$ cat src/rtl/record_sort_by_selected_key_core_defines.svh
// ----------------------------------------------------------------------------
// record sort core assertion macros
// shared concurrent assertion forms for the record sort blocks
// ----------------------------------------------------------------------------
`ifndef RECORD_SORT_BY_SELECTED_KEY_CORE_DEFINES_SVH
`define RECORD_SORT_BY_SELECTED_KEY_CORE_DEFINES_SVH

// same-cycle implication, held off during reset
`define RSK_ASSERT_IMPL(label, clk, rst, ante, cons) \
   label: assert property (@(posedge clk) disable iff (rst) (ante) |-> (cons)) \
      else $error("rsk assertion failed");

// next-cycle implication, held off during reset
`define RSK_ASSERT_NEXT(label, clk, rst, ante, cons) \
   label: assert property (@(posedge clk) disable iff (rst) (ante) |=> (cons)) \
      else $error("rsk assertion failed");

`endif

$ cat src/rtl/rsk_pkg.sv
// ----------------------------------------------------------------------------
// rsk_pkg
// types, constants and key helpers shared by the record sort blocks
// ----------------------------------------------------------------------------
package rsk_pkg;

   localparam int MAX_RECORDS_DEF = 64;
   localparam int STAT_W          = 16;
   // run length field, wide enough for the default capacity
   localparam int CNT_W           = 7;
   localparam int KEY_SEL_W       = 3;
   localparam int CSR_IDX_W       = 2;
   localparam int CSR_DATA_W      = 3;

   // register indexes
   localparam logic [CSR_IDX_W-1:0] CSR_KEY_SELECT = 2'd0;
   localparam logic [CSR_IDX_W-1:0] CSR_ASCENDING  = 2'd1;

   // key selector codes
   localparam logic [KEY_SEL_W-1:0] KEY_HP   = 3'd0;
   localparam logic [KEY_SEL_W-1:0] KEY_SP   = 3'd1;
   localparam logic [KEY_SEL_W-1:0] KEY_STR  = 3'd2;
   localparam logic [KEY_SEL_W-1:0] KEY_STAM = 3'd3;
   localparam logic [KEY_SEL_W-1:0] KEY_MAG  = 3'd4;
   localparam logic [KEY_SEL_W-1:0] KEY_LUK  = 3'd5;

   // one record, tag in the lowest bits
   typedef struct packed {
      logic [STAT_W-1:0] luk;
      logic [STAT_W-1:0] mag;
      logic [STAT_W-1:0] stam;
      logic [STAT_W-1:0] str;
      logic [STAT_W-1:0] sp;
      logic [STAT_W-1:0] hp;
      logic [STAT_W-1:0] tag;
   } rec_type;

   localparam int RECORD_W = $bits(rec_type);

   // one finished set waiting for the sorter
   typedef struct packed {
      logic [CNT_W-1:0] count;
      logic             ovf;
      logic             bank;
   } desc_type;

   // key of a record for a selector, unused codes give zero
   function automatic logic [STAT_W-1:0] key_of(rec_type r, logic [KEY_SEL_W-1:0] sel);
      logic [STAT_W-1:0] k;
      unique case (sel)
         KEY_HP:   k = r.hp;
         KEY_SP:   k = r.sp;
         KEY_STR:  k = r.str;
         KEY_STAM: k = r.stam;
         KEY_MAG:  k = r.mag;
         KEY_LUK:  k = r.luk;
         default:  k = '0;
      endcase
      return k;
   endfunction

   // strict ordering test, equal keys never move
   function automatic logic goes_before(logic [STAT_W-1:0] ka, logic [STAT_W-1:0] kb,
                                        logic asc);
      return asc ? (ka < kb) : (ka > kb);
   endfunction

endpackage

$ cat src/rtl/rsk_front.sv
// ----------------------------------------------------------------------------
// rsk_front
// takes record beats, stores them in the fill bank, hands finished sets on
// ----------------------------------------------------------------------------
module rsk_front #(
   parameter int MAX_RECORDS = rsk_pkg::MAX_RECORDS_DEF,
   parameter int AW          = $clog2(MAX_RECORDS)
) (
   input  logic                         clock,
   input  logic                         reset,
   input  logic                         req_tvalid,
   output logic                         req_tready,
   input  logic [rsk_pkg::RECORD_W-1:0] req_tdata,
   input  logic                         req_tlast,
   input  logic                         q_full,
   output logic                         push,
   output rsk_pkg::desc_type            push_desc,
   output logic                         wr_en,
   output logic [AW:0]                  wr_addr,
   output rsk_pkg::rec_type             wr_data
);
   import rsk_pkg::*;

   localparam int CW = $clog2(MAX_RECORDS + 1);

   logic [CW-1:0] cnt_ff;
   logic [CW-1:0] cnt_in;
   logic          ovf_ff;
   logic          ovf_in;
   logic          bank_ff;
   logic          accept;
   logic          room;

   // a free bank exists whenever the queue has a slot
   assign req_tready = !q_full;
   assign accept     = req_tvalid && req_tready;
   assign room       = (cnt_ff < CW'(MAX_RECORDS));

   // store or drop the beat
   assign wr_en   = accept && room;
   assign wr_addr = {bank_ff, cnt_ff[AW-1:0]};
   assign wr_data = rec_type'(req_tdata);

   assign cnt_in = room ? (cnt_ff + CW'(1)) : cnt_ff;
   assign ovf_in = ovf_ff | !room;

   // hand the set over on the last beat
   assign push            = accept && req_tlast;
   assign push_desc.count = CNT_W'(cnt_in);
   assign push_desc.ovf   = ovf_in;
   assign push_desc.bank  = bank_ff;

   always_ff @(posedge clock) begin
      if (reset) begin
         cnt_ff  <= '0;
         ovf_ff  <= 1'b0;
         bank_ff <= 1'b0;
      end else if (accept) begin
         if (req_tlast) begin
            cnt_ff  <= '0;
            ovf_ff  <= 1'b0;
            bank_ff <= ~bank_ff;
         end else begin
            cnt_ff <= cnt_in;
            ovf_ff <= ovf_in;
         end
      end
   end

endmodule

$ cat config.mk
export PLATFORM = sky130hd
export DESIGN_NAME = rsk_front
export DESIGN_NICKNAME = d
export VERILOG_FILES = /design/src/rtl/record_sort_by_selected_key_core_defines.svh /design/src/rtl/rsk_pkg.sv /design/src/rtl/rsk_front.sv
export SDC_FILE = /design/constraint.sdc
export NUM_CORES = 1
export LEC_CHECK = 0
export ABC_AREA = 1
export BUFFER_PORTS_ARGS = -buffer_cell sky130_fd_sc_hd__buf_2
export CORE_AREA = 2 2 97 99
export DETAILED_ROUTE_END_ITERATION = 16
export DIE_AREA = 0 0 99 101
export SLEW_MARGIN = 30
export SYNTH_ARGS = -nofsm -noshare
export SYNTH_HDL_FRONTEND = slang
export SYNTH_SLANG_ARGS = --single-unit
$ cat constraint.sdc
create_clock -name clock -period 2.3 [get_ports clock]
set_input_delay 0.23 -clock clock [delete_from_list [all_inputs] [get_ports clock]]
set_output_delay 0.23 -clock clock [all_outputs]
set_load 0.05 [all_outputs]
==> results.tsv <==
metric	value	unit
status	complete, no violations	
Setup TNS	0	ns
switching share of power	0.2831	
CTS buffer count	3	
Final period util	0.7464	
antenna violations before repair	0	
cell count after synthesis	199	
Post-synth top cells	buf_4, nand2_1, dfxtp_1	
CTS resizes	0	
hold violation count in the final report	0	
Switch Pwr	0.1159	mW
Clk pin slew, worst setup/hold paths	0.05	ns
crit path time final	1.717	ns
Syn Area/Cell	7.262	µm²
Cell variety after synth	21	
Pleak	0.3607	nW
number of synthesized register bits	9	
largest net degree at the start of global routing	10	
Ys Warns	0	
CTS hold repair buffers	0	
vias in the first global route	603	
post-route cell area	830.8	µm²
Rel. slew slack	0.8005	
Post-synth ARST share	0	
Die Span Y	101	µm
EDFF count, synth	0	
Hold WS	0.2721	ns
Worst setup EP type	primary output	
# DRC	0	
DRT Pass-1 Iters	2	
first-pass GRT wire length	4202	µm
die area	9999	µm²
fin nets	223	
Yosys top cell area share	0.6286	
post-route ant nets	0	
cell taking the most area after synthesis	buf_4	
all-layer global routing usage	0.05883	
Longest Clk Path Bufs	2	
Congestion Overflow GR	0	
DR vias	691	
Clock Power Share	0.462	
Post-DP Area	785.8	µm²
Iteration-0 DRC Markers	5	
wire per inst	15.30	µm
GP Congestion	0.7876	
starting density of the core	0.1610	
Combinational Power Share	0.145	
worst clock skew	0.003963	ns
total number of placement rows	35	
share of layout cells above drive strength 1	0.4135	
# diodes	0	
Syn Nets	317	
unrepaired setup endpoints after global routing	no	
CTS Sinks	9	
Crit Path Class	register to primary output	
post-CTS setup buffer count	0	
WL final	3290	µm
IO Port Bufs	23	
Synth area leaders	buf_4, dfxtp_1, nand2_1	
Post-Syn Area	1445	µm²
P per Cell Area	492.7	nW/µm²
# setup viols final	0	
Pins Over Slew Limit	0	
Critical Path RT	2.07	ns
Worst Setup Start Kind	register	
P_int	0.2935	mW
Reg power frac	0.393	
maximum fanout along the worst path	6	
clk_lat worst skew	0.24	ns
Worst Hold Class	input pin to register	
Vias per Instance	3.214	
sequential fraction of the synthesis area	0.1247	
max-cap violations	0	
critical path arrival	1.49	ns
H-tree Lvls	1	
# IOs	248	
Peak supply drop	0.1614	mV
final non-filler cell total	215	
fmax	582.5	MHz
fill count	1042	
clock root cell	clkbuf_8	
core area	8977	µm²
placed insts	211	
hpwl dp	2836	µm
CTS tree	done	
Slew @ Worst Pin	0.3013	ns
count leader, synth	buf_4	
Area growth syn-to-layout	-42.51	%
chip width	99	µm
Main synth FF type	dfxtp_1	
cells in the final DEF (no fill, tap or decap):
cell / netlist / layout
buf_2: 1 / 23
nand2_2: 6 / 6
dfxtp_1: 9 / 9
nand3_1: 5 / 5
or2_1: 1 / 1
and2_1: 2 / 2
nand2_1: 18 / 18
o21bai_1: 2 / 2
clkbuf_8: 0 / 3
ha_1: 1 / 1
nor2_4: 1 / 1
nand2_4: 1 / 1
xnor2_1: 1 / 1
or2_4: 1 / 1
clkbuf_1: 0 / 1
a21oi_2: 2 / 2
a22oi_1: 1 / 1
nor2_1: 8 / 8
inv_2: 4 / 4
nor2_2: 2 / 2
a21oi_1: 6 / 6
inv_1: 6 / 6
registers in the layout, indices dropped and copies added (netlist names):
| name | count |
|---|---|
| ovf_ff | 1 |
| cnt_ff | 7 |
| bank_ff | 1 |
through the flow:
step / total power [mW] / util / setup WS [ns]
3_5_place_dp: 0.2242 / 0.08753 / 0.8348
3_3_place_gp: 0.2239 / 0.08753 / 0.8544
5_1_grt: 0.4289 / 0.09254 / 0.4246
6_report: 0.4093 / 0.09254 / 0.5832
2_1_floorplan: 0.7353 / - / 0.4735
4_1_cts: 0.4171 / 0.09254 / 0.5745
critical path: stages (launching register included):
cell	delay, ns
dfxtp_1	0.42
ha_1	0.21
nand2_2	0.09
o21bai_1	0.15
and2_1	0.13
buf_2	0.25
cells by family (layout without fill, tap and decap cells):
logic type	count (synthesis)	in the layout	synth area share
flops	9	9	0.1247
simple gates	45	45	0.1541
xor+xnor	1	1	0.006062
buf+inv	132	37	0.6580
fa+ha+maj	1	1	0.008657
compound gates	11	11	0.04849
per-layer routing:
layer / global-route usage / wire length (µm)
met5: 0 / 0
met2: 0.09407 / 1590
met3: 0.05062 / 573
met1: 0.04194 / 833
met4: 0.05479 / 293
layout make-up:
type,count,area [µm²],share of cell area
Multi-Input combinational cell,58,314.1,0.3780
Sequential cell,9,180.2,0.2169
Tap cell,111,138.9,0.1672
Timing Repair Buffer,23,115.1,0.1386
Clock buffer,4,45.04,0.05422
Inverter,10,37.54,0.04518
final timing paths:
| check | startpoint | to | slack [ns] | cells past startpoint |
|---|---|---|---|---|
| setup reg to reg | cnt_ff[0] | cnt_ff[2] | 1.13 | 5 |
| setup / recovery | cnt_ff[0] | push_desc[6] | 0.58 | 5 |
| hold reg to reg | ovf_ff | ovf_ff | 0.45 | 2 |
| hold / removal | reset | cnt_ff[5] | 0.27 | 2 |
power by group through the flow:
stage / sequential, mW / combinational [mW] / clock [mW]
5_1_grt: 0.161 / 0.0639 / 0.204
4_1_cts: 0.161 / 0.0606 / 0.196
3_5_place_dp: 0.164 / 0.0604 / 0
2_1_floorplan: 0.163 / 0.572 / 0
6_report: 0.161 / 0.0593 / 0.189
3_3_place_gp: 0.164 / 0.0603 / 0
Power figures use the tool's default switching activity.
