$ cat config.mk
export PLATFORM = sky130hd
export DESIGN_NAME = rsk_back
export DESIGN_NICKNAME = d
export VERILOG_FILES = /design/src/rtl/rsk_pkg.sv /design/src/rtl/rsk_back.sv
export VERILOG_INCLUDE_DIRS = /design/src /design/src/rtl
export SDC_FILE = /design/constraint.sdc
export NUM_CORES = 1
export LEC_CHECK = 0
export ABC_CLOCK_PERIOD_IN_PS = 8900
export BUFFER_PORTS_ARGS = -buffer_cell sky130_fd_sc_hd__clkbuf_2
export CAP_MARGIN = 15
export CORE_UTILIZATION = 45
export CTS_CLUSTER_SIZE = 16
export DETAILED_ROUTE_END_ITERATION = 7
export PLACE_DENSITY = 0.67
export SYNTH_ARGS = -nofsm -noshare
export SYNTH_HDL_FRONTEND = slang
export SYNTH_SLANG_ARGS = --single-unit
$ cat constraint.sdc
create_clock -name clock -period 8.9 [get_ports clock]
set_input_delay 2.225 -clock clock [delete_from_list [all_inputs] [get_ports clock]]
set_output_delay 2.225 -clock clock [all_outputs]
set_load 0.005 [all_outputs]
$ cat src/rtl/record_sort_by_selected_key_core_defines.svh
// ----------------------------------------------------------------------------
// record sort core assertion macros
// shared concurrent assertion forms for the record sort blocks
// ----------------------------------------------------------------------------
`ifndef RECORD_SORT_BY_SELECTED_KEY_CORE_DEFINES_SVH
`define RECORD_SORT_BY_SELECTED_KEY_CORE_DEFINES_SVH

// same-cycle implication, held off during reset
`define RSK_ASSERT_IMPL(label, clk, rst, ante, cons) \
   label: assert property (@(posedge clk) disable iff (rst) (ante) |-> (cons)) \
      else $error("rsk assertion failed");

// next-cycle implication, held off during reset
`define RSK_ASSERT_NEXT(label, clk, rst, ante, cons) \
   label: assert property (@(posedge clk) disable iff (rst) (ante) |=> (cons)) \
      else $error("rsk assertion failed");

`endif

$ cat src/rtl/rsk_pkg.sv
// ----------------------------------------------------------------------------
// rsk_pkg
// types, constants and key helpers shared by the record sort blocks
// ----------------------------------------------------------------------------
package rsk_pkg;

   localparam int MAX_RECORDS_DEF = 64;
   localparam int STAT_W          = 16;
   // run length field, wide enough for the default capacity
   localparam int CNT_W           = 7;
   localparam int KEY_SEL_W       = 3;
   localparam int CSR_IDX_W       = 2;
   localparam int CSR_DATA_W      = 3;

   // register indexes
   localparam logic [CSR_IDX_W-1:0] CSR_KEY_SELECT = 2'd0;
   localparam logic [CSR_IDX_W-1:0] CSR_ASCENDING  = 2'd1;

   // key selector codes
   localparam logic [KEY_SEL_W-1:0] KEY_HP   = 3'd0;
   localparam logic [KEY_SEL_W-1:0] KEY_SP   = 3'd1;
   localparam logic [KEY_SEL_W-1:0] KEY_STR  = 3'd2;
   localparam logic [KEY_SEL_W-1:0] KEY_STAM = 3'd3;
   localparam logic [KEY_SEL_W-1:0] KEY_MAG  = 3'd4;
   localparam logic [KEY_SEL_W-1:0] KEY_LUK  = 3'd5;

   // one record, tag in the lowest bits
   typedef struct packed {
      logic [STAT_W-1:0] luk;
      logic [STAT_W-1:0] mag;
      logic [STAT_W-1:0] stam;
      logic [STAT_W-1:0] str;
      logic [STAT_W-1:0] sp;
      logic [STAT_W-1:0] hp;
      logic [STAT_W-1:0] tag;
   } rec_type;

   localparam int RECORD_W = $bits(rec_type);

   // one finished set waiting for the sorter
   typedef struct packed {
      logic [CNT_W-1:0] count;
      logic             ovf;
      logic             bank;
   } desc_type;

   // key of a record for a selector, unused codes give zero
   function automatic logic [STAT_W-1:0] key_of(rec_type r, logic [KEY_SEL_W-1:0] sel);
      logic [STAT_W-1:0] k;
      unique case (sel)
         KEY_HP:   k = r.hp;
         KEY_SP:   k = r.sp;
         KEY_STR:  k = r.str;
         KEY_STAM: k = r.stam;
         KEY_MAG:  k = r.mag;
         KEY_LUK:  k = r.luk;
         default:  k = '0;
      endcase
      return k;
   endfunction

   // strict ordering test, equal keys never move
   function automatic logic goes_before(logic [STAT_W-1:0] ka, logic [STAT_W-1:0] kb,
                                        logic asc);
      return asc ? (ka < kb) : (ka > kb);
   endfunction

endpackage

$ cat src/rtl/rsk_back.sv
// ----------------------------------------------------------------------------
// rsk_back
// stable selection sort over one stored set, one result per memory scan
// ----------------------------------------------------------------------------
`include "record_sort_by_selected_key_core_defines.svh"

module rsk_back #(
   parameter int MAX_RECORDS = rsk_pkg::MAX_RECORDS_DEF,
   parameter int AW          = $clog2(MAX_RECORDS)
) (
   input  logic                          clock,
   input  logic                          reset,
   input  logic [rsk_pkg::KEY_SEL_W-1:0] key_sel,
   input  logic                          ascending,
   input  logic                          q_empty,
   input  rsk_pkg::desc_type             q_head,
   output logic                          q_pop,
   output logic                          rd_en,
   output logic [AW:0]                   rd_addr,
   input  rsk_pkg::rec_type              rd_data,
   output logic                          rsp_tvalid,
   input  logic                          rsp_tready,
   output rsk_pkg::rec_type              rsp_tdata,
   output logic                          rsp_tlast,
   output logic                          rsp_tuser
);
   import rsk_pkg::*;

   localparam int SLOTS = 2 ** AW;

   typedef enum logic [1:0] {ST_IDLE, ST_SCAN, ST_EMIT} state_type;

   state_type         state_ff;
   logic [CNT_W-1:0]  iss_cnt_ff;
   logic [CNT_W-1:0]  pos_ff;
   logic              cmp_vld_ff;
   logic [AW-1:0]     cmp_idx_ff;
   logic [SLOTS-1:0]  taken_ff;
   logic              have_best_ff;
   logic [AW-1:0]     best_idx_ff;
   logic [STAT_W-1:0] best_key_ff;
   rec_type           best_rec_ff;
   logic              rsp_tvalid_ff;
   rec_type           rsp_rec_ff;
   logic              rsp_tlast_ff;
   logic              rsp_tuser_ff;

   logic [CNT_W-1:0]  run_n;
   logic              issue;
   logic [STAT_W-1:0] cand_key;
   logic              better;
   logic              scan_last;
   logic              out_free;
   logic              last_pos;
   logic              best_open;

   assign run_n = q_head.count;

   // read one entry per cycle during a scan
   assign issue   = (state_ff == ST_SCAN) && (iss_cnt_ff < run_n);
   assign rd_en   = issue;
   assign rd_addr = {q_head.bank, iss_cnt_ff[AW-1:0]};

   // compare the returned entry with the best so far, ties keep the earlier one
   assign cand_key  = key_of(rd_data, key_sel);
   assign better    = !taken_ff[cmp_idx_ff] &&
                      (!have_best_ff || goes_before(cand_key, best_key_ff, ascending));
   assign scan_last = cmp_vld_ff && (CNT_W'(cmp_idx_ff) == (run_n - CNT_W'(1)));

   assign out_free = !rsp_tvalid_ff || rsp_tready;
   assign last_pos = (pos_ff == (run_n - CNT_W'(1)));
   assign q_pop    = (state_ff == ST_EMIT) && out_free && last_pos;

   // a chosen record that has not been sent yet
   assign best_open = have_best_ff && !taken_ff[best_idx_ff];

   // sequencer, scan pipeline and output register
   always_ff @(posedge clock) begin
      if (reset) begin
         state_ff      <= ST_IDLE;
         iss_cnt_ff    <= '0;
         pos_ff        <= '0;
         cmp_vld_ff    <= 1'b0;
         taken_ff      <= '0;
         have_best_ff  <= 1'b0;
         rsp_tvalid_ff <= 1'b0;
      end else begin
         if (rsp_tvalid_ff && rsp_tready && (state_ff != ST_EMIT)) begin
            rsp_tvalid_ff <= 1'b0;
         end

         cmp_vld_ff <= issue;
         cmp_idx_ff <= iss_cnt_ff[AW-1:0];
         if (issue) begin
            iss_cnt_ff <= iss_cnt_ff + CNT_W'(1);
         end

         if (cmp_vld_ff && better) begin
            have_best_ff <= 1'b1;
            best_idx_ff  <= cmp_idx_ff;
            best_key_ff  <= cand_key;
            best_rec_ff  <= rd_data;
         end

         unique case (state_ff)
            ST_IDLE: begin
               if (!q_empty) begin
                  taken_ff     <= '0;
                  pos_ff       <= '0;
                  iss_cnt_ff   <= '0;
                  have_best_ff <= 1'b0;
                  state_ff     <= ST_SCAN;
               end
            end
            ST_SCAN: begin
               if (scan_last) begin
                  state_ff <= ST_EMIT;
               end
            end
            ST_EMIT: begin
               if (out_free) begin
                  rsp_tvalid_ff         <= 1'b1;
                  rsp_rec_ff            <= best_rec_ff;
                  rsp_tuser_ff          <= q_head.ovf;
                  rsp_tlast_ff          <= last_pos;
                  taken_ff[best_idx_ff] <= 1'b1;
                  have_best_ff          <= 1'b0;
                  iss_cnt_ff            <= '0;
                  if (last_pos) begin
                     state_ff <= ST_IDLE;
                  end else begin
                     pos_ff   <= pos_ff + CNT_W'(1);
                     state_ff <= ST_SCAN;
                  end
               end
            end
            default: state_ff <= ST_IDLE;
         endcase
      end
   end

   assign rsp_tvalid = rsp_tvalid_ff;
   assign rsp_tdata  = rsp_rec_ff;
   assign rsp_tlast  = rsp_tlast_ff;
   assign rsp_tuser  = rsp_tuser_ff;

   // checks on the sort sequencer
   `RSK_ASSERT_IMPL(a_cmp_in_range, clock, reset, cmp_vld_ff, CNT_W'(cmp_idx_ff) < run_n)
   `RSK_ASSERT_IMPL(a_emit_has_best, clock, reset, state_ff == ST_EMIT, best_open)
   `RSK_ASSERT_NEXT(a_pop_ends_run, clock, reset, q_pop, rsp_tvalid_ff && rsp_tlast_ff)
   `RSK_ASSERT_IMPL(a_run_held, clock, reset, state_ff != ST_IDLE, !q_empty && (run_n != '0))

endmodule

==> metrics.cfg <==
[status]
status = finished clean

[synth]
ys_warn_count = 0
syn_area_mm2 = 0.01284
yosysSeqAreaShare_pct = 72.32
ys_seq_elements = 337
yosysMostFrequentCell = edfxtp_1
netlist_instances = 862
synth_common_cells = edfxtp_1, a21oi_1, nor2_1
synth_top_area_share_pct = 59.39
synthArstFlopShare_pct = 0
synth_top_flop_cell = edfxtp_1
synth_area_leaders = edfxtp_1, dfxtp_1, a21oi_1
syn_avg_cell_area_um2 = 14.90
synth_edf_count = 254
synth_nets = 1016
synth_top_cell_by_area = edfxtp_1
ys_types = 55

[power_and_ir_drop]
peakVddDrop_mv = 0.1079
pwr-share-comb_pct = 4.7
internal_power_mw = 2.604
seqPwrFrac_pct = 51.9
p_per_area_mw_per_mm2 = 212.1
leakagePower_nw = 5.941
p_sw_share_pct = 21.11
pwr-share-clk_pct = 43.4
net-switching-power_mw = 0.6969

[placement]
dp_hpwl_mm = 19.73
gp_congestion = 0.8099
dpl-instance-area_mm2 = 0.01442
numPortBuffers = 250

[layout]
final.fill_count = 2268
multi_input_area_mm2 = 0.003229
syn2layout_area_growth_pct = 21.17
utilization_pct = 55.71
fin_area_mm2 = 0.01556
finalNetCount = 1267
drive_above_1_share_pct = 29.97
register_area_mm2 = 0.009289
antennaDiodeCount = 0

[setup_path]
start_kind = primary input
cp_data_required_time_ns = 9.05
cp-startpoint = key_sel[2]
reg2reg_from = cmp_idx_ff[0]
worstPathArrival_ns = 6.77
crit_path_end_kind = register
crit_end = best_rec_ff[80]
reg2reg_depth = 7
r2r-end = best_rec_ff[80]
reg2reg_slack_ns = 4.79
cp_max_fo = 69
crit_type = primary input to register

[timing]
period_minus_slack_ns = 6.624
setup_tns_ns = 0
max_slew_margin_pct = 23.54
fmax_ghz = 0.1510
clock_skew_ns = 0.02555
finalMaxSlewViolations = 0
hold_violations = 0
tightest_slew_ns = 1.140
rsz0062_at_grt = no
setup_viol = 0
period_share_pct = 74.43

[route]
route.vias.total = 7820
first_iter_violations = 514
avgRoutedWirePerCell_um = 18.50
via_per_inst = 5.148
firstDrtPassIters = 5
finalWirelength_mm = 28.10
drc = 0
postRouteAntennaNets = 0

[cts]
cts-root-buf = clkbuf_16
cts_buffer_depth = 3
postCtsSetupBuffers = 0
cts_sinks = 337
cts_resized = 0
cts_hold_buf = 0
path_clk_slew_ns = 0.06
cts_max_level = 2
clk_latency_ns = 0.51
tritoncts = done
cts_buffers = 37

[floorplan]
die_w_um = 170.9
io_pins = 253
fp.coreArea_mm2 = 0.02793
die_y_um = 170.9
die_area_mm2 = 0.02922
initial_utilization_pct = 45.98
rows = 61

[run]
maxCapViolations = 0

[global_route]
antenna_found_initial = 1
grtUsageTotal_pct = 18.89
grt-ovfl-total = 0
grt_max_degree = 79
grt_pass1_vias = 7511
grt_pass1_wl_mm = 41.82

[hold_path]
min_path_type = register to register
whs_path_depth = 0

-- worst min-delay path by stage --
stage,from,endpoint
floorplan,best_rec_ff[0],rsp_tdata[0]
global placement,best_rec_ff[6],rsp_tdata[6]
detailed placement,best_rec_ff[0],rsp_tdata[0]
CTS,best_rec_ff[80],rsp_tdata[80]
global route,best_rec_ff[80],rsp_tdata[80]
finish,best_rec_ff[80],rsp_tdata[80]
-- worst max-delay path, stage by stage --
cell and delay (ns):
clkbuf_2 0.49, nor2b_1 0.84, a22o_1 0.26, a21oi_1 0.06, o21ai_0 0.16, ha_1 0.30, a21o_1 0.18, a21o_1 0.16
a221o_1 0.35, o311ai_0 0.35, and3_4 0.90, buf_12 0.39
-- sequential cells by signal (all words and copies together) (netlist names) --
name / flops
iss_cnt_ff: 7
best_idx_ff: 6
rsp_tdata: 112
cmp_vld_ff: 1
pos_ff: 7
taken_ff: 64
have_best_ff: 1
cmp_idx_ff: 6
rsp_tvalid: 1
state_ff: 2
rsp_tuser: 1
rsp_tlast: 1
best_key_ff: 16
best_rec_ff: 112
-- logic make-up (layout without fill, tap and decap cells) --
kind of cell,Yosys count,in the layout,share of synthesized area [%]
compound gates,153,153,6.868
xor+xnor,24,24,1.958
fa+ha+maj,25,25,2.435
buf+inv,78,357,2.630
flops,337,337,72.32
mux,51,51,6.371
simple gates,194,194,7.414
-- final cells by class --
class | count | share of cell area, %
flip-flops and latches | 337 | 59.69
multi-input cells | 447 | 20.75
repair buffers | 255 | 8.361
clock buffers | 47 | 6.255
well taps | 378 | 3.039
clock inverters | 20 | 1.061
inverters | 35 | 0.8442
-- stage by stage --
| stage | std cells | power [mW] | hold WS, ns | setup slack, ns |
|---|---|---|---|---|
| 6_report | 1519 | 3.301 | 0.3934 | 2.276 |
| 5_1_grt | 1519 | 3.402 | 0.4002 | 1.949 |
| 3_3_place_gp | 1452 | 1.902 | 0.4003 | 1.883 |
| 4_1_cts | 1519 | 3.334 | 0.3911 | 2.304 |
| 3_5_place_dp | 1452 | 1.903 | 0.4045 | 1.796 |
| 2_1_floorplan | 862 | 1.835 | 0.4003 | 0.6641 |
-- cell usage in the layout (no fill, tap or decap), drive strengths merged, types with 12 or more instances in the layout --
master	synthesis	final
mux4	23	23
edfxtp	254	254
nor2	90	90
clkinv	0	12
dfxtp	83	83
ha	25	25
nor3	13	13
mux2i	24	24
inv	35	38
xnor2	12	12
nand2	21	21
o21ai	14	14
a21oi	97	97
clkbuf	23	297
-- power by group through the flow --
stage / logic, mW / clock network, mW / registers (mW)
after floorplan: 0.0934 / 0 / 1.74
after global placement: 0.157 / 0 / 1.75
after detailed placement: 0.157 / 0 / 1.75
after CTS: 0.158 / 1.46 / 1.71
after global routing: 0.173 / 1.52 / 1.71
final: 0.156 / 1.43 / 1.71
-- per-layer routing --
| metal | up-vias | GRT usage (%) | wire, um |
|---|---|---|---|
| li1 | 3714 | - | - |
| met1 | 3767 | 23.93 | 11530 |
| met2 | 293 | 31.96 | 13770 |
| met3 | 44 | 5.020 | 2310 |
| met4 | 2 | 5.202 | 476 |
| met5 | - | 0 | 13 |
No activity file was read; power rests on OpenSTA's default activity.
