`config.mk`:
```
export PLATFORM = sky130hd
export DESIGN_NAME = rsk_queue
export DESIGN_NICKNAME = d
export VERILOG_FILES = /design/src/rtl/record_sort_by_selected_key_core_defines.svh /design/src/rtl/rsk_pkg.sv /design/src/rtl/rsk_queue.sv
export SDC_FILE = /design/constraint.sdc
export NUM_CORES = 1
export LEC_CHECK = 0
export BUFFER_PORTS_ARGS = -buffer_cell sky130_fd_sc_hd__buf_2
export CAP_MARGIN = 20
export CORE_MARGIN = 2
export CORE_UTILIZATION = 52
export CTS_CLUSTER_DIAMETER = 200
export DETAILED_ROUTE_END_ITERATION = 10
export PLACE_DENSITY = 0.83
export SLEW_MARGIN = 0
export SYNTH_ARGS = -nofsm -noshare
export SYNTH_HDL_FRONTEND = slang
export SYNTH_SLANG_ARGS = --single-unit
```
`constraint.sdc`:
```
create_clock -name clock -period 3.5 [get_ports clock]
set_clock_uncertainty 0.2 [all_clocks]
set_input_delay 0.525 -clock clock [delete_from_list [all_inputs] [get_ports clock]]
set_output_delay 0.525 -clock clock [all_outputs]
set_load 0.02 [all_outputs]
```
`src/rtl/record_sort_by_selected_key_core_defines.svh`:
```
// ----------------------------------------------------------------------------
// record sort core assertion macros
// shared concurrent assertion forms for the record sort blocks
// ----------------------------------------------------------------------------
`ifndef RECORD_SORT_BY_SELECTED_KEY_CORE_DEFINES_SVH
`define RECORD_SORT_BY_SELECTED_KEY_CORE_DEFINES_SVH

// same-cycle implication, held off during reset
`define RSK_ASSERT_IMPL(label, clk, rst, ante, cons) \
   label: assert property (@(posedge clk) disable iff (rst) (ante) |-> (cons)) \
      else $error("rsk assertion failed");

// next-cycle implication, held off during reset
`define RSK_ASSERT_NEXT(label, clk, rst, ante, cons) \
   label: assert property (@(posedge clk) disable iff (rst) (ante) |=> (cons)) \
      else $error("rsk assertion failed");

`endif

```
`src/rtl/rsk_pkg.sv`:
```
// ----------------------------------------------------------------------------
// rsk_pkg
// types, constants and key helpers shared by the record sort blocks
// ----------------------------------------------------------------------------
package rsk_pkg;

   localparam int MAX_RECORDS_DEF = 64;
   localparam int STAT_W          = 16;
   // run length field, wide enough for the default capacity
   localparam int CNT_W           = 7;
   localparam int KEY_SEL_W       = 3;
   localparam int CSR_IDX_W       = 2;
   localparam int CSR_DATA_W      = 3;

   // register indexes
   localparam logic [CSR_IDX_W-1:0] CSR_KEY_SELECT = 2'd0;
   localparam logic [CSR_IDX_W-1:0] CSR_ASCENDING  = 2'd1;

   // key selector codes
   localparam logic [KEY_SEL_W-1:0] KEY_HP   = 3'd0;
   localparam logic [KEY_SEL_W-1:0] KEY_SP   = 3'd1;
   localparam logic [KEY_SEL_W-1:0] KEY_STR  = 3'd2;
   localparam logic [KEY_SEL_W-1:0] KEY_STAM = 3'd3;
   localparam logic [KEY_SEL_W-1:0] KEY_MAG  = 3'd4;
   localparam logic [KEY_SEL_W-1:0] KEY_LUK  = 3'd5;

   // one record, tag in the lowest bits
   typedef struct packed {
      logic [STAT_W-1:0] luk;
      logic [STAT_W-1:0] mag;
      logic [STAT_W-1:0] stam;
      logic [STAT_W-1:0] str;
      logic [STAT_W-1:0] sp;
      logic [STAT_W-1:0] hp;
      logic [STAT_W-1:0] tag;
   } rec_type;

   localparam int RECORD_W = $bits(rec_type);

   // one finished set waiting for the sorter
   typedef struct packed {
      logic [CNT_W-1:0] count;
      logic             ovf;
      logic             bank;
   } desc_type;

   // key of a record for a selector, unused codes give zero
   function automatic logic [STAT_W-1:0] key_of(rec_type r, logic [KEY_SEL_W-1:0] sel);
      logic [STAT_W-1:0] k;
      unique case (sel)
         KEY_HP:   k = r.hp;
         KEY_SP:   k = r.sp;
         KEY_STR:  k = r.str;
         KEY_STAM: k = r.stam;
         KEY_MAG:  k = r.mag;
         KEY_LUK:  k = r.luk;
         default:  k = '0;
      endcase
      return k;
   endfunction

   // strict ordering test, equal keys never move
   function automatic logic goes_before(logic [STAT_W-1:0] ka, logic [STAT_W-1:0] kb,
                                        logic asc);
      return asc ? (ka < kb) : (ka > kb);
   endfunction

endpackage

```
`src/rtl/rsk_queue.sv`:
```
// ----------------------------------------------------------------------------
// rsk_queue
// two-entry queue of finished sets, one per memory bank
// ----------------------------------------------------------------------------
module rsk_queue (
   input  logic              clock,
   input  logic              reset,
   input  logic              push,
   input  rsk_pkg::desc_type push_desc,
   input  logic              pop,
   output rsk_pkg::desc_type head,
   output logic              empty,
   output logic              full
);
   import rsk_pkg::*;

   desc_type   ent_ff [2];
   logic       wr_ptr_ff;
   logic       rd_ptr_ff;
   logic [1:0] fill_ff;
   logic [1:0] fill_in;

   assign empty = (fill_ff == 2'd0);
   assign full  = (fill_ff == 2'd2);
   assign head  = ent_ff[rd_ptr_ff];

   // occupancy
   always_comb begin
      fill_in = fill_ff;
      if (push && !pop) begin
         fill_in = fill_ff + 2'd1;
      end else if (pop && !push) begin
         fill_in = fill_ff - 2'd1;
      end
   end

   // pointers and fill
   always_ff @(posedge clock) begin
      if (reset) begin
         wr_ptr_ff <= 1'b0;
         rd_ptr_ff <= 1'b0;
         fill_ff   <= 2'd0;
      end else begin
         fill_ff <= fill_in;
         if (push) begin
            wr_ptr_ff <= ~wr_ptr_ff;
         end
         if (pop) begin
            rd_ptr_ff <= ~rd_ptr_ff;
         end
      end
   end

   // entries
   always_ff @(posedge clock) begin
      if (push) begin
         ent_ff[wr_ptr_ff] <= push_desc;
      end
   end

endmodule

```
==> flow_metrics.py, run 1 <==
metrics = {
    "outcome": {
        "outcome": "finished, final reports clean",
    },
    "synthesis": {
        "synthXorXnorAreaFrac": 0.0410,
        "muxShareOfSynthArea": 0.119,
        "synth_adder_area_share": 0.0146,
        "synth_area_per_cell_um2": 17.1,
        "synth_top_family_by_area": "multiplexers",
        "synth_cell_types": 15,
        "fraction_of_the_mapped_netlist_area_in_compound_gates": 0.0117,
        "synth_seq_area_share": 0.750,
        "mappedNetlistNets": 64,
        "synthesized_instance_count": 50,
        "cell_area_after_technology_mapping_um2": 855,
        "synth_simple_gate_area_share": 0.0542,
        "synth_warnings": 0,
        "ys_ff_latch": 23,
    },
    "floorplanning": {
        "die_x_um": 44.5,
        "die_area_mm2": 0.00198,
        "design.portCount": 24,
        "start_util": 0.561,
        "area_of_the_core_region_mm2": 0.00152,
        "die_y_um": 44.5,
        "num_rows": 14,
    },
    "layout": {
        "flow.area_growth_from_synthesis_pct": 18.3,
        "final_common_cell": "buf_2",
        "non_filler_cells_final": 92,
        "layout-drive-gt1-share": 0.474,
        "most-common-layout-cells": "buf_2, edfxtp_1, mux2_2",
        "finish.net_count": 91,
        "antenna_cells_inserted": 0,
    },
    "placed_design": {
        "port_buffers": 23,
        "place_inst": 88,
        "gp_congestion": 0.743,
        "placement.setup.worst_slack_ns": 1.64,
    },
    "grt": {
        "grt_use_total": 0.139,
        "grt_pass1_wl_um": 1900,
        "gr-total-overflow": 0,
        "grt_antenna_before_repair": 0,
        "grt_pass1_vias": 470,
        "grt_start_max_net_pins": 13,
    },
    "worst_setup_path": {
        "worst-setup-path-type": "flip-flop to primary output",
        "critical_path.endpoint_type": "primary output",
        "worstSetupStartpointType": "flip-flop",
        "worst_ep_required_time_ns": 2.77,
        "critical_path_peak_fanout": 9,
        "worst_ep_arrival_time_ns": 1.40,
    },
    "worst_hold_path": {
        "holdCritPathClass": "primary input to flip-flop",
    },
    "timing": {
        "final_max_slew_viol_count": 0,
        "fmax_ghz": 0.470,
        "fin_setup_tns_ns": 0,
        "min_period_over_period": 0.608,
        "finalHoldViolations": 0,
        "tightestPinTransition_ns": 0.790,
        "finalWorstSetupSlack_ns": 1.37,
        "rsz0062_at_grt": "no",
        "setup_violations": 0,
        "fin_worst_hold_slack_ns": 0.214,
        "maxSlewHeadroom": 0.472,
        "period_needed_ns": 2.13,
    },
    "routing": {
        "drc": 0,
        "route.final.wire_length_um": 1230,
        "antenna_left": 0,
        "vias_per_cell": 5.08,
        "firstDrtPassIters": 4,
        "first_iter_violations": 2,
        "wl_per_cell_um": 13.4,
        "detailroute.via_count": 467,
    },
    "cts": {
        "cts-buffers-inserted": 3,
        "clock_tree.buffer_depth": 2,
        "htree_levels": 1,
        "cts_sinks": 23,
        "clkTransAtPathRegs_ns": 0.11,
        "post_cts_buffers": 0,
        "clock-root-buffer": "clkbuf_4",
        "hold_buffers": 0,
        "post_cts.resized_instances": 0,
        "clkLatencyLatePin_ns": 0.29,
        "tritoncts": "yes",
    },
    "power_and_ir_drop": {
        "power.total_uw": 523,
        "power.density_mw_per_mm2": 518,
        "cellLeakagePower_nw": 0.403,
        "power.ir.vdd_worst_mv": 0.344,
    },
    "run": {
        "cap_viol_max_count": 0,
    },
}
## kinds of logic (layout without fill, tap and decap cells)
| logic type | after synthesis | after routing |
|---|---|---|
| AOI/OAI and AO/OA | 2 | 2 |
| buffers and inverters | 2 | 28 |
| xor gates and xnor gates | 4 | 4 |
| DFF | 23 | 23 |
| muxes | 9 | 9 |
| and+or+nand+nor | 9 | 9 |
| adders and majority gates | 1 | 1 |
## power by group
part	switching, mW	internal, mW
registers	0.0116	0.316
clock network	0.0690	0.0443
logic	0.0460	0.0368
## metal layers
metal,vias to the layer above,wire [um],GRT usage
met5,-,0,0
met4,0,9,0.0909
met3,2,55,0.0245
met2,12,638,0.235
met1,219,527,0.159
li1,234,-,-
## flip-flops by register name (all words and copies together) (netlist names), named ones only
signal / cells
fill_ff: 2
rd_ptr_ff: 1
wr_ptr_ff: 1
ent_ff: 18
## cell type report
type | count | area, um^2
Clock buffer | 4 | 26.3
Fill cell | 118 | 513
Inverter | 1 | 3.75
Multi-Input combinational cell | 25 | 205
Sequential cell | 23 | 641
Tap cell | 16 | 20.0
Timing Repair Buffer | 23 | 115
## final timing paths
kind	slack [ns]	cells past startpoint	from	endpoint
worst max-delay path	1.37	2	flip-flop	head[5]
worst max register to register	1.97	1	wr_ptr_ff	ent_ff[0][0]
worst min register to register	0.33	2	rd_ptr_ff	flip-flop
worst min-delay path	0.21	1	push_desc[7]	ent_ff[0][7]
## synth_stat cells
| master | instances | area share |
|---|---|---|
| a21oi_1 | 1 | 0.0059 |
| and2_1 | 1 | 0.0073 |
| and2b_2 | 1 | 0.010 |
| buf_2 | 1 | 0.0059 |
| dfxtp_1 | 5 | 0.12 |
| edfxtp_1 | 18 | 0.63 |
| ha_1 | 1 | 0.015 |
| inv_1 | 1 | 0.0044 |
| mux2_2 | 9 | 0.12 |
| nor2_1 | 5 | 0.022 |
| nor2b_1 | 1 | 0.0073 |
| o21ai_0 | 1 | 0.0059 |
| or3_1 | 1 | 0.0073 |
| xnor2_1 | 2 | 0.021 |
| xor2_1 | 2 | 0.021 |
## stage by stage
| stage | area [um^2] | util |
|---|---|---|
| 2_1_floorplan | 855 | - |
| 3_3_place_gp | 985 | 0.646 |
| 4_1_cts | 1010 | 0.663 |
| 6_report | 1010 | 0.663 |
| 3_5_place_dp | 985 | 0.646 |
| 5_1_grt | 1010 | 0.663 |
## worst max-delay path, stage by stage, from the launching register on
cell	delay, ns
dfxtp_1	0.56
mux2_2	0.39
buf_2	0.16
(Power assumes the default switching activity.)
==> run 2, diff against run 1 <==
--- a/config.mk
+++ b/config.mk
@@ -8,10 +8,10 @@
 export BUFFER_PORTS_ARGS = -buffer_cell sky130_fd_sc_hd__buf_2
 export CAP_MARGIN = 20
 export CORE_MARGIN = 2
-export CORE_UTILIZATION = 52
+export CORE_UTILIZATION = 44
 export CTS_CLUSTER_DIAMETER = 200
 export DETAILED_ROUTE_END_ITERATION = 10
-export PLACE_DENSITY = 0.83
+export PLACE_DENSITY = 0.75
 export SLEW_MARGIN = 0
 export SYNTH_ARGS = -nofsm -noshare
 export SYNTH_HDL_FRONTEND = slang
==> constraint.sdc (replaced) <==
create_clock -name clock -period 1.89 [get_ports clock]
set_clock_uncertainty 0.2 [all_clocks]
set_input_delay 0.2835 -clock clock [delete_from_list [all_inputs] [get_ports clock]]
set_output_delay 0.2835 -clock clock [all_outputs]
set_load 0.02 [all_outputs]
==> run 2 against run 1 <==
Total power grew 88%. Die area grew 16%. Global-route usage shrank 0.72 points. Sequential share of layout area shrank 6.6 points. Worst hold slack lost 0.14 ns. Via count grew 9.9%. Clock power grew 85%. Critical path depth is the same. Routed wire length grew 3.0%. Combinational power grew 110%. Critical path type unchanged. Critical endpoint is now head[6]. Largest cell class unchanged. Highest routed layer unchanged.
==> flow_metrics.py, run 2 (synthesized netlist as in run 1, its figures left out) <==
metrics = {
    "worst_setup_path": {
        "worst_ep_required_time_ns": 1.41,
        "timing.critical_path.cells": "mux2_2 > buf_2",
        "critical_path.endpoint_type": "primary output",
        "worst_ep_arrival_time_ns": 1.27,
        "crit_path_top_delay_cell": "dfxtp_2",
        "worst_path_largest_cell_delay_ns": 0.46,
        "worst-setup-path-type": "flip-flop to primary output",
        "worstSetupStartpointType": "flip-flop",
        "cp.buffers_inverters": 1,
        "critical_path_peak_fanout": 9,
        "crit_family": "flip-flops",
    },
    "layout": {
        "final_common_cell": "buf_2",
        "layout-drive-gt1-share": 0.437,
        "non_filler_cells_final": 112,
        "postLayoutCellArea_mm2": 0.00113,
        "largest-register": "ent_ff",
        "biggestRegsByFlops": "ent_ff: 18 flops, fill_ff: 2 flops",
        "flow.area_growth_from_synthesis_pct": 32.4,
        "finish.net_count": 102,
        "largest_register_ff_count": 18,
        "antenna_cells_inserted": 0,
        "most-common-layout-cells": "buf_2, edfxtp_1, dlygate4sd3_1",
    },
    "outcome": {
        "outcome": "finished, final reports clean",
    },
    "routing": {
        "route.layer.met1.wl_um": 521,
        "dr_wl_met3_um": 60,
        "routed-wl-met2_um": 672,
        "route.final.wire_length_um": 1270,
        "firstDrtPassIters": 4,
        "vias_per_cell": 4.58,
        "routed.top_layer": "met4",
        "antenna_left": 0,
        "drc": 0,
        "first_iter_violations": 5,
        "detailroute.via_count": 513,
        "wl_per_cell_um": 11.3,
    },
    "placed_design": {
        "place_inst": 98,
        "placed_area_mm2": 0.00100,
        "placement.setup.worst_slack_ns": 0.318,
        "gp_congestion": 0.613,
        "port_buffers": 23,
    },
    "timing": {
        "fmax_ghz": 0.570,
        "min_period_over_period": 0.928,
        "finalHoldViolations": 0,
        "tightestPinTransition_ns": 0.409,
        "final_max_slew_viol_count": 0,
        "rsz0062_at_grt": "no",
        "setup_violations": 0,
        "fin_setup_tns_ns": 0,
        "finalWorstSetupSlack_ns": 0.135,
        "maxSlewHeadroom": 0.727,
        "period_needed_ns": 1.75,
    },
    "floorplanning": {
        "start_util": 0.479,
        "die_x_um": 48.1,
        "design.portCount": 24,
        "num_rows": 15,
        "die_area_mm2": 0.00231,
        "die_y_um": 48.1,
        "area_of_the_core_region_mm2": 0.00178,
    },
    "cts": {
        "clock-root-buffer": "clkbuf_4",
        "clkTransAtPathRegs_ns": 0.11,
        "tritoncts": "yes",
        "clock_tree.buffer_depth": 2,
        "htree_levels": 1,
        "post_cts_buffers": 0,
        "cts-buffers-inserted": 3,
        "cts_sinks": 23,
        "clkLatencyLatePin_ns": 0.29,
    },
    "power_and_ir_drop": {
        "power.density_mw_per_mm2": 871,
        "cellLeakagePower_nw": 0.450,
        "power.ir.vdd_worst_mv": 0.467,
        "intPower_uw": 751,
        "clkPwrFrac": 0.212,
        "swShare": 0.238,
        "power.combinational.fraction": 0.173,
        "switchingPower_uw": 234,
        "power.sequential.fraction": 0.615,
    },
    "grt": {
        "gr-total-overflow": 0,
        "grt_start_max_net_pins": 13,
        "grt_antenna_before_repair": 0,
        "grt_use_total": 0.131,
        "grt_pass1_vias": 485,
        "grt_pass1_wl_um": 1900,
    },
    "run": {
        "cap_viol_max_count": 0,
    },
    "worst_hold_path": {
        "holdCritPathClass": "primary input to flip-flop",
    },
}
## run 2: cell types whose count changed in the layout (fill, tap and decap cells not counted)
| cell | delta |
|---|---|
| dfxtp_1 | -1 |
| dlygate4sd3_1 | +10 |
| buf_4 | +1 |
| dfxtp_2 | +1 |
## run 2: power by group through the flow
stage	clock (mW)	sequential, mW	combinational, mW
floorplan	0	0.607	0.110
global placement	0	0.615	0.153
detailed placement	0	0.617	0.156
CTS	0.218	0.607	0.172
global route	0.238	0.611	0.184
finish	0.209	0.606	0.170
## run 2: final timing paths
check | startpoint | endpoint | slack, ns | cells after the start
setup reg to reg | wr_ptr_ff | ent_ff[1][7] | 0.60 | 1
setup / recovery | flip-flop | head[6] | 0.14 | 2
hold / removal | pop | flip-flop | 0.08 | 3
hold reg to reg | fill_ff[1] | fill_ff[1] | 0.32 | 2
## run 2: metrics by stage
stage          hold slack, ns   util  power [mW]
6_report               0.0775  0.634       0.985
2_1_floorplan           0.153      -       0.717
3_3_place_gp            0.273  0.563       0.768
3_5_place_dp            0.277  0.563       0.773
4_1_cts                0.0695  0.634       0.997
5_1_grt                0.0599  0.634        1.03
## run 2: final cells by class
type,count,area (um^2)
Inverter,1,3.75
Sequential cell,23,642
Clock buffer,4,26.3
Tap cell,25,31.3
Timing Repair Buffer,34,223
Fill cell,142,652
Multi-Input combinational cell,25,205
## run 2: routing by layer
layer | global-route usage | vias up
li1 | - | 256
met1 | 0.131 | 241
met2 | 0.232 | 14
met3 | 0.0453 | 2
met4 | 0.0811 | 0
met5 | 0 | -
## run 2: repair_timing
action / CTS / global route
endpoints found under the hold margin: 23 / 0
hold buffers: 10 / 0
gates resized for setup: 1 / 0
endpoints found under the setup margin: 9 / 0
==> run 3, diff against run 2 <==
--- a/config.mk
+++ b/config.mk
@@ -5,13 +5,13 @@
 export SDC_FILE = /design/constraint.sdc
 export NUM_CORES = 1
 export LEC_CHECK = 0
-export BUFFER_PORTS_ARGS = -buffer_cell sky130_fd_sc_hd__buf_2
 export CAP_MARGIN = 20
 export CORE_MARGIN = 2
-export CORE_UTILIZATION = 44
+export CORE_UTILIZATION = 52
 export CTS_CLUSTER_DIAMETER = 200
 export DETAILED_ROUTE_END_ITERATION = 10
-export PLACE_DENSITY = 0.75
+export DONT_BUFFER_PORTS = 1
+export PLACE_DENSITY = 0.73
 export SLEW_MARGIN = 0
 export SYNTH_ARGS = -nofsm -noshare
 export SYNTH_HDL_FRONTEND = slang
==> run 3 against run 2 <==
Combinational power down 16%. Utilization increased by 3.8 points. Global-route usage grew 3.6 points. Via count down 11%. Highest routed layer unchanged. Die area shrank 14%. Largest power group unchanged. First-iteration DRC count is 20% lower.
==> flow_metrics.py, run 3 (synthesized netlist as in run 1, its figures left out) <==
metrics = {
    "outcome": {
        "outcome": "finished, final reports clean",
    },
    "worst_setup_path": {
        "worst_path_largest_cell_delay_ns": 0.46,
        "worst_ep_arrival_time_ns": 1.19,
        "crit_family": "flip-flops",
        "cp.buffers_inverters": 0,
        "timing.critical_path.cells": "mux2_2",
        "worst_ep_required_time_ns": 1.41,
        "worstSetupStartpointType": "flip-flop",
        "reg2reg_depth": 2,
        "worst-setup-path-type": "flip-flop to primary output",
        "critical_path.endpoint_type": "primary output",
        "worst-path-stages": 1,
        "critical_path_peak_fanout": 9,
        "crit_path_top_delay_cell": "dfxtp_2",
    },
    "worst_hold_path": {
        "holdCritPathClass": "primary input to flip-flop",
        "timing.hold.worst_path_depth": 1,
    },
    "routing": {
        "route.final.wire_length_um": 1370,
        "drc": 0,
        "antenna_left": 0,
        "firstDrtPassIters": 3,
        "first_iter_violations": 4,
        "wl_per_cell_um": 16.8,
        "vias_per_cell": 5.59,
        "detailroute.via_count": 458,
    },
    "layout": {
        "postLayoutCellArea_mm2": 0.00102,
        "flow.area_growth_from_synthesis_pct": 19.9,
        "ff_latch_area_um2": 642,
        "largest_register_ff_count": 18,
        "largest-register": "ent_ff",
        "most-common-layout-cells": "edfxtp_1, dlygate4sd3_1, mux2_2",
        "layout-drive-gt1-share": 0.227,
        "antenna_cells_inserted": 0,
        "fillCellCount": 107,
        "multi_input_area_um2": 205,
        "finish.net_count": 81,
        "biggestRegsByFlops": "ent_ff: 18 flops, fill_ff: 2 flops",
        "non_filler_cells_final": 82,
        "final_common_cell": "edfxtp_1",
        "final_core_util": 0.672,
    },
    "timing": {
        "final_max_slew_viol_count": 0,
        "tightestPinTransition_ns": 0.390,
        "fmax_ghz": 0.596,
        "fin_setup_tns_ns": 0,
        "setup_violations": 0,
        "maxSlewHeadroom": 0.740,
        "rsz0062_at_grt": "no",
        "period_needed_ns": 1.68,
        "finalHoldViolations": 0,
        "min_period_over_period": 0.888,
    },
    "run": {
        "cap_viol_max_count": 0,
    },
    "grt": {
        "grt_pass1_wl_um": 2180,
        "grt_use_total": 0.168,
        "grt_start_max_net_pins": 13,
        "grt_antenna_before_repair": 0,
        "gr-total-overflow": 0,
        "grt_pass1_vias": 490,
    },
    "cts": {
        "clock-root-buffer": "clkbuf_4",
        "clkLatencyLatePin_ns": 0.31,
        "cts-buffers-inserted": 3,
        "tritoncts": "yes",
        "htree_levels": 1,
        "clkTransAtPathRegs_ns": 0.12,
        "clock_tree.buffer_depth": 2,
        "cts_sinks": 23,
    },
    "floorplanning": {
        "die_area_mm2": 0.00198,
        "design.portCount": 24,
        "area_of_the_core_region_mm2": 0.00152,
        "num_rows": 14,
        "die_x_um": 44.5,
        "die_y_um": 44.5,
        "start_util": 0.561,
    },
    "placed_design": {
        "port_buffers": 0,
        "place_inst": 66,
        "placed_area_um2": 877,
        "detailed_place_hpwl_um": 926,
        "gp_congestion": 0.653,
    },
    "power_and_ir_drop": {
        "power.density_mw_per_mm2": 946,
        "power.total_uw": 969,
        "cellLeakagePower_nw": 0.367,
        "power.ir.vdd_worst_mv": 0.594,
    },
}
run 3: changes by cell type in the layout (fill, tap and decap cells not counted), sizes merged:
cell         before  now
dlygate4sd3      10   12
buf              24    1
run 3: area by class of cell:
type | count | share of cell area
Timing Repair Buffer | 13 | 0.125
Multi-Input combinational cell | 25 | 0.200
Clock buffer | 4 | 0.0256
Tap cell | 16 | 0.0195
Inverter | 1 | 0.00366
Sequential cell | 23 | 0.626
run 3: layer usage:
layer / up-vias / global-route usage / share of wire
li1: 217 / - / -
met1: 219 / 0.170 / 0.38
met2: 20 / 0.299 / 0.54
met3: 2 / 0.0449 / 0.063
met4: 0 / 0.109 / 0.018
met5: - / 0 / 0
run 3: per-stage QoR:
| stage | setup WS [ns] | hold WS, ns |
|---|---|---|
| 2_1_floorplan | 0.539 | 0.153 |
| 3_3_place_gp | 0.443 | 0.154 |
| 3_5_place_dp | 0.422 | 0.158 |
| 4_1_cts | 0.0598 | 0.120 |
| 5_1_grt | 0.137 | 0.105 |
| 6_report | 0.212 | 0.123 |
run 3: final timing paths:
check	startpoint	endpoint	slack, ns
worst min-delay path	push	ent_ff[0][3]	0.12
worst max-delay path	flip-flop	head[7]	0.21
worst max register to register	wr_ptr_ff	ent_ff[0][7]	0.50
worst min register to register	rd_ptr_ff	rd_ptr_ff	0.35
run 3: where the power goes:
group,total (mW),switching [mW],internal (mW)
clock network,0.219,0.136,0.0824
logic,0.143,0.0823,0.0610
registers,0.607,0.0219,0.585
run 3: timing repair:
item | CTS | global route
setup buffers | 0 | 0
hold endpoints to repair | 23 | 0
setup endpoints to repair | 0 | 9
resized for setup | 0 | 1
hold buffers | 12 | 0
run 3: worst reg2reg max path, delay by kind of cell, from the launching register on:
kind,cells,cell delay [ns]
buf+inv,1,0.24
simple gates,1,0.33
flops,1,0.35
